### src/hdl/gsp_pkg.sv
// ----------------------------------------------------------------------------
// gsp_pkg: shared constants and types for the gas sensor ppm converter
// Fixed-point constants for the power law and the log unit control struct.
// ----------------------------------------------------------------------------
package gsp_pkg;

    localparam int unsigned LOG_FRAC = 24;
    localparam logic [31:0] POWER_Q24 = 32'd40383365;
    localparam logic [31:0] LOG2_SCALE_Q24 = 32'd155388223;
    localparam logic [31:0] CAL_FACTOR_Q32 = 32'd1035500461;
    localparam logic [23:0] PPM_MAX = 24'hFFFFFF;
    localparam logic [15:0] WARMUP_RESET = 16'd3000;

    // log2 in Q5.24 (29 bits)
    typedef logic [28:0] lg_t;

    typedef struct packed {
        logic start;
        logic busy;
        logic done;
    } lg_ctrl_t;

endpackage

### src/hdl/gsp_log2.sv
// ----------------------------------------------------------------------------
// gsp_log2: iterative log2 in Q5.24
// Finds the top set bit one bit per cycle, then one fraction bit per cycle by
// squaring the Q1.31 mantissa.
// ----------------------------------------------------------------------------
module gsp_log2
(
    input  logic              clk,
    input  logic              rst_n,
    input  logic              start,
    input  logic [31:0]       x,
    output gsp_pkg::lg_ctrl_t ctrl,
    output gsp_pkg::lg_t      result
);

    typedef enum logic [2:0]
    {
        S_IDLE = 3'b001,
        S_NORM = 3'b010,
        S_FRAC = 3'b100
    } state_t;

    state_t      state_reg, state_next;
    logic [4:0]  n_reg, n_next;
    logic [32:0] m_reg, m_next;
    logic [23:0] f_reg, f_next;
    logic [4:0]  cnt_reg, cnt_next;
    logic        done_reg, done_next;
    logic [65:0] sq;
    logic [34:0] sq_sh;

    assign sq    = m_reg * m_reg;
    assign sq_sh = sq[65:31];

    always_comb
    begin
        state_next = state_reg;
        n_next     = n_reg;
        m_next     = m_reg;
        f_next     = f_reg;
        cnt_next   = cnt_reg;
        done_next  = 1'b0;
        case (state_reg)
            S_IDLE:
            begin
                if (start)
                begin
                    n_next   = 5'd31;
                    m_next   = {1'b0, x};
                    f_next   = '0;
                    cnt_next = '0;
                    if (x == 32'd0)
                    begin
                        n_next    = '0;
                        done_next = 1'b1;
                    end
                    else
                    begin
                        state_next = S_NORM;
                    end
                end
            end
            S_NORM:
            begin
                // shift left until bit 31 is set
                if (m_reg[31] || n_reg == 5'd0)
                begin
                    state_next = S_FRAC;
                end
                else
                begin
                    m_next = {m_reg[31:0], 1'b0};
                    n_next = n_reg - 5'd1;
                end
            end
            S_FRAC:
            begin
                f_next = {f_reg[22:0], sq_sh[32]};
                m_next = sq_sh[32] ? sq_sh[33:1] : sq_sh[32:0];
                cnt_next = cnt_reg + 5'd1;
                if (cnt_reg == 5'(gsp_pkg::LOG_FRAC - 1))
                begin
                    state_next = S_IDLE;
                    done_next  = 1'b1;
                end
            end
            default: state_next = S_IDLE;
        endcase
    end

    always_ff @(posedge clk or negedge rst_n)
    begin
        if (!rst_n)
        begin
            state_reg <= S_IDLE;
            done_reg  <= 1'b0;
        end
        else
        begin
            state_reg <= state_next;
            done_reg  <= done_next;
        end
    end

    always_ff @(posedge clk)
    begin
        n_reg   <= n_next;
        m_reg   <= m_next;
        f_reg   <= f_next;
        cnt_reg <= cnt_next;
    end

    assign ctrl.start = start;
    assign ctrl.busy  = (state_reg != S_IDLE);
    assign ctrl.done  = done_reg;
    assign result     = {n_reg, f_reg};

endmodule

### config.mk
export PLATFORM = sky130hd
export DESIGN_NAME = gsp_log2
export DESIGN_NICKNAME = d
export VERILOG_FILES = /design/src/hdl/gsp_pkg.sv /design/src/hdl/gsp_log2.sv
export SDC_FILE = /design/constraint.sdc
export NUM_CORES = 2
export LEC_CHECK = 0
export ABC_AREA = 0
export BUFFER_PORTS_ARGS = -buffer_cell sky130_fd_sc_hd__buf_2
export CAP_MARGIN = 20
export CORE_UTILIZATION = 24
export CTS_CLUSTER_SIZE = 24
export DETAILED_ROUTE_END_ITERATION = 8
export PLACE_DENSITY = 0.37
export RECOVER_POWER = 25
export SYNTH_ARGS = -nofsm -noshare
export SYNTH_HDL_FRONTEND = slang
export SYNTH_SLANG_ARGS = --single-unit
### constraint.sdc
create_clock -name clk -period 11.3 [get_ports clk]
set_clock_uncertainty 0.1 [all_clocks]
set_input_delay 0.565 -clock clk [delete_from_list [all_inputs] [get_ports clk]]
set_output_delay 0.565 -clock clk [all_outputs]
set_load 0.05 [all_outputs]
==> results by group <==
Routing
  • 1st-iter DRT viols: a little over 1k
  • Wirelength per Cell: approximately 20 µm
  • Post-Route WL: 112700 µm
  • Via-to-Cell Ratio: 4.195
  • Final ANT Viol Nets: 0
  • DR pass1 iterations: 5
  • DR vias: 23.25k
  • DRC violations left: 0

Yosys
  • Largest cells by area after synthesis: fa_1 50%, inv_1 13%, ha_1 9.9%
  • Commonest cells post-synth: 1160 x inv_1, 859 x fa_1, 342 x nand2_1, 269 x ha_1, 224 x and2_1
  • Syn avg cell area: 9.323 µm²
  • Most frequent cell after synthesis: inv_1
  • FF+latch count, synth: 71
  • Post-synth top area cell: fa_1
  • Cell count after synthesis: about 3.7k
  • Synth unique cells: 76
  • Syn_nets: 4822
  • Synth Warn #: 0
  • Ys async rst share: 0.05634
  • Top_reg_cell synth: edfxtp_1
  • Share of the synthesized area in the top cell type: 0.5041
  • Cell Area, Synth: 0.03411 mm²
  • Sequential share of the synthesized area: 0.06195
  • EDFF count, synth: 67

Placement
  • Final HPWL DP: slightly above 90000 µm
  • GP Congestion: 0.8759
  • Post-Place Cell Area: ~0.037 mm²
  • Port bufs: 66

Critical path
  • Crit end category: flop
  • Worst setup SP type: flop
  • Worst Path Arrival: approximately 10 ns
  • WS Path Type: flop to flop
  • WP data required: 11.30 ns
  • Worst-path fanout max: 19

Global route
  • Global-route wire length before repair: 172500 µm
  • GRT Total Usage: 0.1626
  • Largest net degree at the start of global routing: 42
  • Initial antenna violation count: 7
  • Vias in the first global route: 26.60k
  • Overflow after GRT: 0

Floorplan
  • CORE AREA: 0.1402 mm²
  • Die X: between 300 and 400 µm
  • Effective utilization at floorplan: 0.2433
  • Row Count: 137
  • Die area: 0.1436 mm²
  • Die height: 379.0 µm
  • # IOs: 67

STA
  • Final Critical Period: a little over 10 ns
  • Setup TNS: 0 ns
  • Final Max Slew Viols: 0
  • Fin. Hold Viols: 0
  • RSZ-0062 raised after global routing: false
  • Endpoints failing setup: 0
  • Relative slew slack: 0.2202
  • Slew @ Worst Pin: 1.170 ns
  • Final period util: 0.8974
  • Max Clk Rate: 98.61 MHz

Clock network
  • CTS sink count: 71
  • CTS tree: yes
  • Worst-Skew Late Latency: approximately 0.35 ns
  • Post-CTS Setup Bufs: 0
  • Clock buffer count from CTS: 9
  • Post-CTS Resized: 0
  • H-tree levels: 3
  • Hold_buf cts: 1
  • Max Root-Sink Buffers: 2
  • Clock root buffer: clkbuf_16
  • Clock-pin slew on the worst setup and hold paths: 0.07 ns

Final layout
  • Nets: 4822
  • Layout area overhead: 8.366%
  • Core Util, Final: 0.2636
  • Final Cell Area: roughly 0.037 mm²
  • Largest register FFs: 33
  • Ratio of cells with drive above 1 in the final layout: 0.03713

Status
  • Outcome: finished, final reports clean

Hold path
  • Hold Path Class: flop to flop

Job
  • Maxcap violations: 0
-- cells in the final DEF (no fill, tap or decap), types with 10 or more instances in the layout --
| cell | Yosys | routed |
|---|---|---|
| fa_1 | 859 | 859 |
| nand2_1 | 342 | 342 |
| xor2_1 | 21 | 21 |
| o21ai_1 | 17 | 17 |
| ha_1 | 269 | 269 |
| inv_1 | 1160 | 1160 |
| edfxtp_1 | 67 | 67 |
| nor2_1 | 84 | 83 |
| nor4_1 | 15 | 15 |
| a21o_1 | 38 | 38 |
| a21oi_1 | 72 | 71 |
| nand3_1 | 29 | 29 |
| and2_1 | 224 | 221 |
| nand4_1 | 23 | 23 |
| buf_4 | 3 | 61 |
| o21ai_0 | 40 | 40 |
| a211oi_1 | 10 | 10 |
| xnor2_1 | 34 | 34 |
| mux2i_1 | 18 | 18 |
| nor2b_1 | 10 | 10 |
| nor3_1 | 17 | 17 |
| clkbuf_1 | 130 | 31 |
| o211ai_1 | 14 | 14 |
| buf_2 | 1 | 36 |
| or2_2 | 10 | 10 |
| a22oi_1 | 27 | 27 |
-- worst max-delay path, stage by stage, from the launching register on --
cell and delay (ns):
edfxtp_1 0.97, inv_1 0.56, nor2_1 0.41, fa_1 0.50, fa_1 0.51, fa_1 0.53
inv_1 0.06, fa_1 0.48, inv_1 0.06, fa_1 0.50, fa_1 0.53, fa_1 0.50
inv_1 0.05, fa_1 0.48, inv_1 0.05, ha_1 0.34, a211oi_1 0.29, o21ai_0 0.15
a21boi_0 0.77, nor2_1 0.12, a31oi_1 0.31, a21oi_1 0.16, nor3_4 0.58, buf_4 0.41
nor2_2 0.11, a221o_1 0.35
-- path summary, 6_finish.rpt --
check	depth (start not counted)	end	slack (ns)	from
max	25	m_reg[20]	1.16	m_reg[7]
min	1	f_reg[19]	0.45	f_reg[18]
max reg2reg	25	m_reg[20]	1.16	m_reg[7]
min reg2reg	1	f_reg[19]	0.45	f_reg[18]
max in group asynchronous	2	state_reg[0]	10.36	rst_n
min in group asynchronous	2	done_reg	0.49	rst_n
-- routing by layer --
| layer | wire, µm | vias to the layer above | track usage |
|---|---|---|---|
| li1 | - | 10696 | - |
| met3 | 2374 | 42 | 0.007884 |
| met1 | 52520 | 12245 | 0.2262 |
| met4 | 751 | 0 | 0.01149 |
| met2 | 57020 | 268 | 0.2884 |
| met5 | 0 | - | 0 |
-- layout make-up --
cell class	instances	area, µm²
Clock buffer	9	225.2
Clock inverter	6	61.31
Inverter	1161	4358
Timing Repair Buffer	129	764.5
Tap cell	1876	2347
Fill cell	15385	103300
Sequential cell	71	2113
Multi-Input combinational cell	2287	27090
Antenna cell	3	7.507
-- logic make-up after synthesis --
logic type,after synthesis,share of synthesized area
mux,20,0.005942
fa+ha+maj,1128,0.6028
xor+xnor,55,0.01412
buf+inv,1301,0.1447
compound gates,291,0.05715
flops,71,0.06195
simple gates,793,0.1134
-- metrics by stage --
step           std cells  worst slack, ns  hold WS (ns)
3_5_place_dp        5523            1.212        0.2774
2_1_floorplan       3659            3.310        0.1694
6_report            5542            1.159        0.4491
4_1_cts             5539            1.165        0.4443
3_3_place_gp        5523            1.208        0.2764
5_1_grt             5539           0.8624        0.4636
Power is left out: the tool's default activity adds up to more than one toggle a clock period on the data nets, which glitch-free logic cannot reach.
